$ cat config.mk
export PLATFORM = sky130hd
export DESIGN_NAME = led_blink_mode_controller_flat
export DESIGN_NICKNAME = d
export VERILOG_FILES = /design/src/lbmc_pkg.sv /design/src/lbmc_if.sv /design/src/led_blink_mode_controller.sv /design/src/flat_wrapper.sv
export SDC_FILE = /design/constraint.sdc
export NUM_CORES = 1
export LEC_CHECK = 0
export ABC_AREA = 1
export BUFFER_PORTS_ARGS = -buffer_cell sky130_fd_sc_hd__buf_2
export CORE_UTILIZATION = 56
export CTS_CLUSTER_SIZE = 8
export DETAILED_ROUTE_END_ITERATION = 10
export PLACE_DENSITY = 0.73
export SYNTH_ARGS = -nofsm -noshare
export SYNTH_HDL_FRONTEND = slang
export SYNTH_SLANG_ARGS = --single-unit
$ cat constraint.sdc
create_clock -name clk -period 3.75 [get_ports clk]
set_input_delay 0.1875 -clock clk [delete_from_list [all_inputs] [get_ports clk]]
set_output_delay 0.1875 -clock clk [all_outputs]
set_load 0.02 [all_outputs]
$ cat src/lbmc_pkg.sv
`timescale 1ns / 1ps
// ----------------------------------------------------------------------------
// lbmc_pkg
// Shared types, codes and timing constants of the LED blink mode controller.
// ----------------------------------------------------------------------------
package lbmc_pkg;

  localparam int NUM_LEDS_DEFAULT = 2;
  localparam int NUM_LEDS_MAX     = 16;

  localparam int CMD_W     = 1;
  localparam int LED_IDX_W = 1;
  localparam int MODE_W    = 4;
  localparam int LED_OUT_W = 2;
  localparam int MS_W      = 11;
  localparam int TOG_W     = 4;

  typedef logic [MODE_W-1:0]    mode_t;
  typedef logic [MS_W-1:0]      ms_t;
  typedef logic [TOG_W-1:0]     tog_t;
  typedef logic [LED_OUT_W-1:0] led_out_t;

  localparam logic [CMD_W-1:0] CMD_TICK = 1'b0;
  localparam logic [CMD_W-1:0] CMD_SET  = 1'b1;

  localparam mode_t MODE_OFF   = 4'd0;
  localparam mode_t MODE_ON    = 4'd1;
  localparam mode_t MODE_ON500 = 4'd2;
  localparam mode_t MODE_ON1S  = 4'd3;
  localparam mode_t MODE_ON2S  = 4'd4;
  localparam mode_t MODE_FL200 = 4'd5;
  localparam mode_t MODE_FL500 = 4'd6;
  localparam mode_t MODE_FL2S  = 4'd7;
  localparam mode_t MODE_BURST = 4'd8;

  localparam ms_t  MS_200  = 11'd200;
  localparam ms_t  MS_500  = 11'd500;
  localparam ms_t  MS_1000 = 11'd1000;
  localparam ms_t  MS_2000 = 11'd2000;

  localparam tog_t BURST_COUNT = 4'd10;

  // flash and burst half-period in ms
  function automatic ms_t half_period(mode_t m);
    ms_t r;
    case (m)
      MODE_FL200: r = MS_200;
      MODE_FL500: r = MS_500;
      MODE_FL2S:  r = MS_2000;
      MODE_BURST: r = MS_200;
      default:    r = '0;
    endcase
    return r;
  endfunction

  // lit time of the timed-on modes
  function automatic ms_t on_time(mode_t m);
    ms_t r;
    case (m)
      MODE_ON500: r = MS_500;
      MODE_ON1S:  r = MS_1000;
      default:    r = MS_2000;
    endcase
    return r;
  endfunction

endpackage

$ cat src/lbmc_if.sv
`timescale 1ns / 1ps
// ----------------------------------------------------------------------------
// lbmc_if
// Valid/ready channels of the LED blink mode controller: request and result.
// ----------------------------------------------------------------------------
interface lbmc_req_if;
  logic                             valid;
  logic                             ready;
  logic [lbmc_pkg::CMD_W-1:0]       command;
  logic [lbmc_pkg::LED_IDX_W-1:0]   led_index;
  logic [lbmc_pkg::MODE_W-1:0]      mode;

  modport source (output valid, output command, output led_index, output mode, input ready);
  modport sink   (input valid, input command, input led_index, input mode, output ready);
endinterface

interface lbmc_res_if;
  logic                             valid;
  logic                             ready;
  logic [lbmc_pkg::LED_OUT_W-1:0]   led_outputs;

  modport source (output valid, output led_outputs, input ready);
  modport sink   (input valid, input led_outputs, output ready);
endinterface

$ cat src/led_blink_mode_controller.sv
`timescale 1ns / 1ps
// ----------------------------------------------------------------------------
// led_blink_mode_controller
// Per-LED mode controller: 1 ms ticks run the countdowns, set-mode requests
// pick off, on, timed on, flash or burst. Every request returns the LED bits.
// ----------------------------------------------------------------------------
//  channel | dir | fields                          | accepted when
//  req     | in  | command, led_index, mode        | req.valid & req.ready
//  res     | out | led_outputs                     | res.valid & res.ready
//
//  One request per cycle while req.ready is high; results leave in order.
//  LED state is updated at the accepting edge, a two-entry result queue
//  holds results while res.ready is low, so req.ready drops only when both
//  entries are full. Synchronous reset darkens all LEDs and empties the queue.
// ----------------------------------------------------------------------------
module led_blink_mode_controller #(
  parameter int NUM_LEDS = lbmc_pkg::NUM_LEDS_DEFAULT
) (
  input logic          clk,
  input logic          rst,
  lbmc_req_if.sink     req,
  lbmc_res_if.source   res
);

  lbmc_pkg::mode_t led_mode      [NUM_LEDS];
  logic            led_lit       [NUM_LEDS];
  lbmc_pkg::ms_t   ms_remaining  [NUM_LEDS];
  lbmc_pkg::tog_t  toggles_left  [NUM_LEDS];
  logic            endless       [NUM_LEDS];

  lbmc_pkg::mode_t led_mode_next     [NUM_LEDS];
  logic            led_lit_next      [NUM_LEDS];
  lbmc_pkg::ms_t   ms_remaining_next [NUM_LEDS];
  lbmc_pkg::tog_t  toggles_left_next [NUM_LEDS];
  logic            endless_next      [NUM_LEDS];

  lbmc_pkg::led_out_t result;
  lbmc_pkg::led_out_t q0;
  lbmc_pkg::led_out_t q1;
  logic [1:0]         count;

  logic accept;
  logic pop;

  assign req.ready = (count != 2'd2);
  assign accept    = req.valid && req.ready;
  assign pop       = res.valid && res.ready;

  assign res.valid       = (count != 2'd0);
  assign res.led_outputs = q0;

  always_comb begin
    for (int i = 0; i < NUM_LEDS; i++) begin
      led_mode_next[i]     = led_mode[i];
      led_lit_next[i]      = led_lit[i];
      ms_remaining_next[i] = ms_remaining[i];
      toggles_left_next[i] = toggles_left[i];
      endless_next[i]      = endless[i];
      if (accept) begin
        if (req.command == lbmc_pkg::CMD_TICK) begin
          if (ms_remaining[i] != '0) begin
            ms_remaining_next[i] = ms_remaining[i] - lbmc_pkg::MS_W'(1);
            // countdown reaches zero on this tick
            if (ms_remaining[i] == lbmc_pkg::MS_W'(1)) begin
              case (led_mode[i]) inside
                lbmc_pkg::MODE_OFF: led_lit_next[i] = 1'b0;
                lbmc_pkg::MODE_ON:  led_lit_next[i] = 1'b1;
                [lbmc_pkg::MODE_FL200:lbmc_pkg::MODE_BURST]: begin
                  led_lit_next[i] = ~led_lit[i];
                  if (endless[i]) begin
                    ms_remaining_next[i] = lbmc_pkg::half_period(led_mode[i]);
                  end else if (toggles_left[i] != '0) begin
                    toggles_left_next[i] = toggles_left[i] - lbmc_pkg::TOG_W'(1);
                    ms_remaining_next[i] = lbmc_pkg::half_period(led_mode[i]);
                  end
                end
                default: begin
                  led_mode_next[i] = lbmc_pkg::MODE_OFF;
                  led_lit_next[i]  = 1'b0;
                end
              endcase
            end
          end
        end else if (int'(req.led_index) == i) begin
          case (req.mode) inside
            lbmc_pkg::MODE_OFF: begin
              led_mode_next[i]     = lbmc_pkg::MODE_OFF;
              led_lit_next[i]      = 1'b0;
              ms_remaining_next[i] = '0;
            end
            lbmc_pkg::MODE_ON: begin
              led_mode_next[i]     = lbmc_pkg::MODE_ON;
              led_lit_next[i]      = 1'b1;
              ms_remaining_next[i] = '0;
            end
            [lbmc_pkg::MODE_ON500:lbmc_pkg::MODE_ON2S]: begin
              // expiry in mode off darkens the LED
              led_mode_next[i]     = lbmc_pkg::MODE_OFF;
              led_lit_next[i]      = 1'b1;
              ms_remaining_next[i] = lbmc_pkg::on_time(req.mode);
            end
            [lbmc_pkg::MODE_FL200:lbmc_pkg::MODE_BURST]: begin
              led_mode_next[i]     = req.mode;
              led_lit_next[i]      = 1'b1;
              ms_remaining_next[i] = lbmc_pkg::half_period(req.mode);
              endless_next[i]      = (req.mode != lbmc_pkg::MODE_BURST);
              toggles_left_next[i] = (req.mode == lbmc_pkg::MODE_BURST) ?
                                     lbmc_pkg::BURST_COUNT : '0;
            end
            default: begin
              // undefined mode codes leave the LED alone
            end
          endcase
        end
      end
    end
  end

  always_comb begin
    result = '0;
    for (int j = 0; j < lbmc_pkg::LED_OUT_W && j < NUM_LEDS; j++) begin
      result[j] = led_lit_next[j];
    end
  end

  always_ff @(posedge clk) begin
    if (rst) begin
      for (int i = 0; i < NUM_LEDS; i++) begin
        led_mode[i]     <= lbmc_pkg::MODE_OFF;
        led_lit[i]      <= 1'b0;
        ms_remaining[i] <= '0;
        toggles_left[i] <= '0;
        endless[i]      <= 1'b0;
      end
    end else begin
      for (int i = 0; i < NUM_LEDS; i++) begin
        led_mode[i]     <= led_mode_next[i];
        led_lit[i]      <= led_lit_next[i];
        ms_remaining[i] <= ms_remaining_next[i];
        toggles_left[i] <= toggles_left_next[i];
        endless[i]      <= endless_next[i];
      end
    end
  end

  // two-entry result queue, q0 is the head
  always_ff @(posedge clk) begin
    if (rst) begin
      count <= 2'd0;
    end else begin
      case ({accept, pop})
        2'b11: begin
          if (count == 2'd1) begin
            q0 <= result;
          end else begin
            q0 <= q1;
            q1 <= result;
          end
        end
        2'b10: begin
          if (count == 2'd0) begin
            q0 <= result;
          end else begin
            q1 <= result;
          end
          count <= count + 2'd1;
        end
        2'b01: begin
          q0    <= q1;
          count <= count - 2'd1;
        end
        default: begin
        end
      endcase
    end
  end

endmodule

$ cat src/flat_wrapper.sv
// flat-port wrapper written by rule: the top's interface ports become plain ports
module led_blink_mode_controller_flat 
#(
  parameter int NUM_LEDS = lbmc_pkg::NUM_LEDS_DEFAULT
)
  (clk, rst, req_valid, req_command, req_led_index, req_mode, req_ready, res_valid, res_led_outputs, res_ready);
  lbmc_req_if req_i ();
  lbmc_res_if res_i ();
  input logic clk;
  input logic rst;
  input wire logic [$bits(req_i.valid)-1:0] req_valid;
  input wire logic [$bits(req_i.command)-1:0] req_command;
  input wire logic [$bits(req_i.led_index)-1:0] req_led_index;
  input wire logic [$bits(req_i.mode)-1:0] req_mode;
  output wire logic [$bits(req_i.ready)-1:0] req_ready;
  output wire logic [$bits(res_i.valid)-1:0] res_valid;
  output wire logic [$bits(res_i.led_outputs)-1:0] res_led_outputs;
  input wire logic [$bits(res_i.ready)-1:0] res_ready;
  assign req_i.valid = req_valid;
  assign req_i.command = req_command;
  assign req_i.led_index = req_led_index;
  assign req_i.mode = req_mode;
  assign req_ready = req_i.ready;
  assign res_valid = res_i.valid;
  assign res_led_outputs = res_i.led_outputs;
  assign res_i.ready = res_ready;
  led_blink_mode_controller #(.NUM_LEDS(NUM_LEDS)) u_core (.clk(clk), .rst(rst), .req(req_i), .res(res_i));
endmodule
==> impl_metrics.yaml <==
routing:
  drc: 0
  wl_per_cell_um: 13.6
  drt_wl_total_um: 8410
  ant_nets: 0
  firstDrtPassIters: 4
  vias: 3491
  drt-vias-per-instance: 5.63
  dr.first_iter.drc_count: 248
timing:
  slew_viol_final: 0
  fin_skew_ps: 5.87
  timing.final.crit_share_pct: 53.0
  rsz0062_at_grt: "no"
  period_minus_slack_ps: 1990
  finalHoldViolations: 0
  slew_headroom_pct: 42.6
  setup_tns_ps: 0
  max_freq_mhz: 503
  setup_viol: 0
  tightest_slew_ps: 856
synth:
  synth-async-reset-ratio_pct: 0
  netlist_area_mm2: 0.00342
  ys.flop_type: "dfxtp_1"
  syn-num-nets: 560
  ys_types: 42
  netlist_instances: 535
  seq_area_frac_synth_pct: 29.3
  yosys_warnings: 0
  avgSynthCellArea_um2: 6.39
  ys_seq_elements: 48
  synth_edf_count: 4
clocking:
  cts_root_buf: "clkbuf_8"
  cts-hold-fix-buffers: 0
  post_cts_buffers: 0
  clk_latency_ps: 310
  h-tree-depth: 2
  clkTransAtPathRegs_ps: 100
  cts_tree: "yes"
  cts.sinks: 48
  numCtsBuffers: 5
  post_cts_resized: 0
  clk_path_buf_depth: 2
global_routing:
  grt_remaining_overflow: 0
  antenna_found_initial: 0
  first_global_vias: 3104
  grt_max_degree: 35
  grt_pass1_wl_um: 14100
  grt_use_total_pct: 28.0
power_and_ir_drop:
  p_leak_uw: 0.00170
  p_sw_uw: 771
  pwr-share-comb_pct: 43.5
  pwr-share-clk_pct: 21.0
  peakVddDrop_uv: 298
  p_int_uw: 1090
  p_total_uw: 1860
  pwr-share-seq_pct: 35.6
  switching_share_pct: 41.4
  power_density_mw_per_mm2: 514
floorplanning:
  core_area_mm2: 0.00592
  floorplan.die.width_um: 80.1
  dieHeight_um: 80.1
  io_pins: 14
  dieArea_mm2: 0.00642
  rows: 28
  initial_core_util_pct: 57.7
worst_setup_path:
  start_kind: "flop"
  worstPathArrival_ps: 2200
  path_max_fanout: 8
  cp_common_cell: "inv_2"
  startpoint: "u_core.count[0]"
  end_kind: "flop"
  slowest_stage: "dfxtp_1"
  worstSetupPathType: "reg2reg"
  r2r_cells: 12
  r2r_start: "u_core.count[0]"
  endpoint: "u_core.toggles_left[0][5]"
  r2r_end: "u_core.toggles_left[0][5]"
  crit_required_ps: 3960
  path_cells: "inv_1 -> ha_1 -> inv_2 -> nand2_2 -> inv_2 -> nand2_1 -> inv_1 -> nand3_1 -> nor3b_4 -> inv_2 -> nor2_1 -> nor2_1"
  max_stage_delay_ps: 380
  reg2reg_slack_ps: 1760
place:
  gp_routability_congestion: 0.988
  dp_cells: 612
  hpwl_um: 6190
  portBuffers: 13
worst_hold_path:
  hp-class: "in2reg"
  worstHoldStart: "req_led_index"
run_status:
  status: "finished clean"
cells_and_area:
  fill_cells: 562
  fin_nets: 569
  n_antenna_cell: 0
  fin_cells: 620
  regArea_mm2: 0.00100
  multi_input_comb_area_mm2: 0.00206
  utilization_pct: 61.2
  syn_to_final_growth_pct: 6.00
  drive_above_1_share_pct: 11.7
run:
  max_cap_viol_count: 0
[worst max-delay path, delay by kind of cell (launching register included)]
family | cells | cell delay, ps
adder cells (fa/ha/maj) | 1 | 210
buffers and inverters | 5 | 460
AND/OR/NAND/NOR | 6 | 840
flip-flops | 1 | 380
[Yosys cell counts, drive strengths merged, types with 4 or more instances]
cell	number	share of area (%)
a21oi	51	7.6
a31oi	4	0.73
buf	6	1.3
clkbuf	5	0.55
dfxtp	44	26
edfxtp	4	3.5
ha	15	5.5
inv	76	8.4
nand2	122	14
nand3	41	6.3
nand4	4	0.73
nor2	73	9.2
nor3	11	1.8
o21ai	50	7.4
xor2	12	3.1
[final cells by class]
cell class	count	share of cell area, %
multi-input cells	399	56.9
flip-flops and latches	48	27.6
inverters	77	8.05
well taps	75	2.59
clock buffers	5	1.90
repair buffers	13	1.80
clock inverters	3	1.14
[power groups by stage]
stage	registers, uW	logic [uW]	clock network, uW
finish	662	809	390
global route	673	927	407
CTS	660	799	391
detailed placement	671	795	0
global placement	669	777	0
floorplan	668	639	0
[metal layers]
layer	vias up	GRT usage (%)	wire length [um]
li1	1749	-	-
met4	0	10.7	161
met5	-	0	0
met2	115	45.8	3890
met3	20	3.18	386
met1	1607	37.5	3970
[layout by cell type (no fill, tap or decap), types with 4 or more instances in the layout]
cell type,count
edfxtp_1,4
a21oi_1,50
nand3_1,39
nand2_1,114
nor2_2,7
nor3_1,10
dfxtp_1,44
nand4_1,4
ha_1,15
inv_2,16
a31oi_1,4
clkbuf_8,5
buf_2,13
o21ai_0,31
nand2_2,6
xor2_1,12
inv_1,59
nor2_1,63
o21ai_1,18
[kinds of logic after synthesis]
family | synth area share (%)
adder cells (fa/ha/maj) | 5.49
flip-flops | 29.3
AO/OA/AOI/OAI | 17.2
AND/OR/NAND/NOR | 33.7
XOR/XNOR | 3.84
buffers and inverters | 10.4
[state kept, by name, indices dropped and copies added (netlist names)]
| signal | flops |
|---|---|
| u_core.q1 | 2 |
| u_core.led_lit | 2 |
| u_core.toggles_left | 8 |
| u_core.count | 2 |
| u_core.res.led_outputs | 2 |
| u_core.led_mode | 8 |
| u_core.endless | 2 |
| u_core.ms_remaining | 22 |
[worst min path at each step]
stage	endpoint	cells past startpoint
floorplan	u_core.endless[0][1]	2
global placement	u_core.toggles_left[0][4]	2
detailed placement	u_core.toggles_left[0][4]	2
CTS	u_core.endless[0][1]	3
global route	u_core.endless[0][1]	3
finish	u_core.endless[0][1]	3
[per-stage QoR]
stage | instance area (um^2) | setup WS, ps | hold slack [ps]
5_1_grt | 3620 | 1580 | 211
4_1_cts | 3620 | 1780 | 181
2_1_floorplan | 3420 | 1960 | 348
6_report | 3620 | 1760 | 191
3_3_place_gp | 3510 | 1750 | 454
3_5_place_dp | 3510 | 1690 | 463
(Power assumes the default switching activity.)
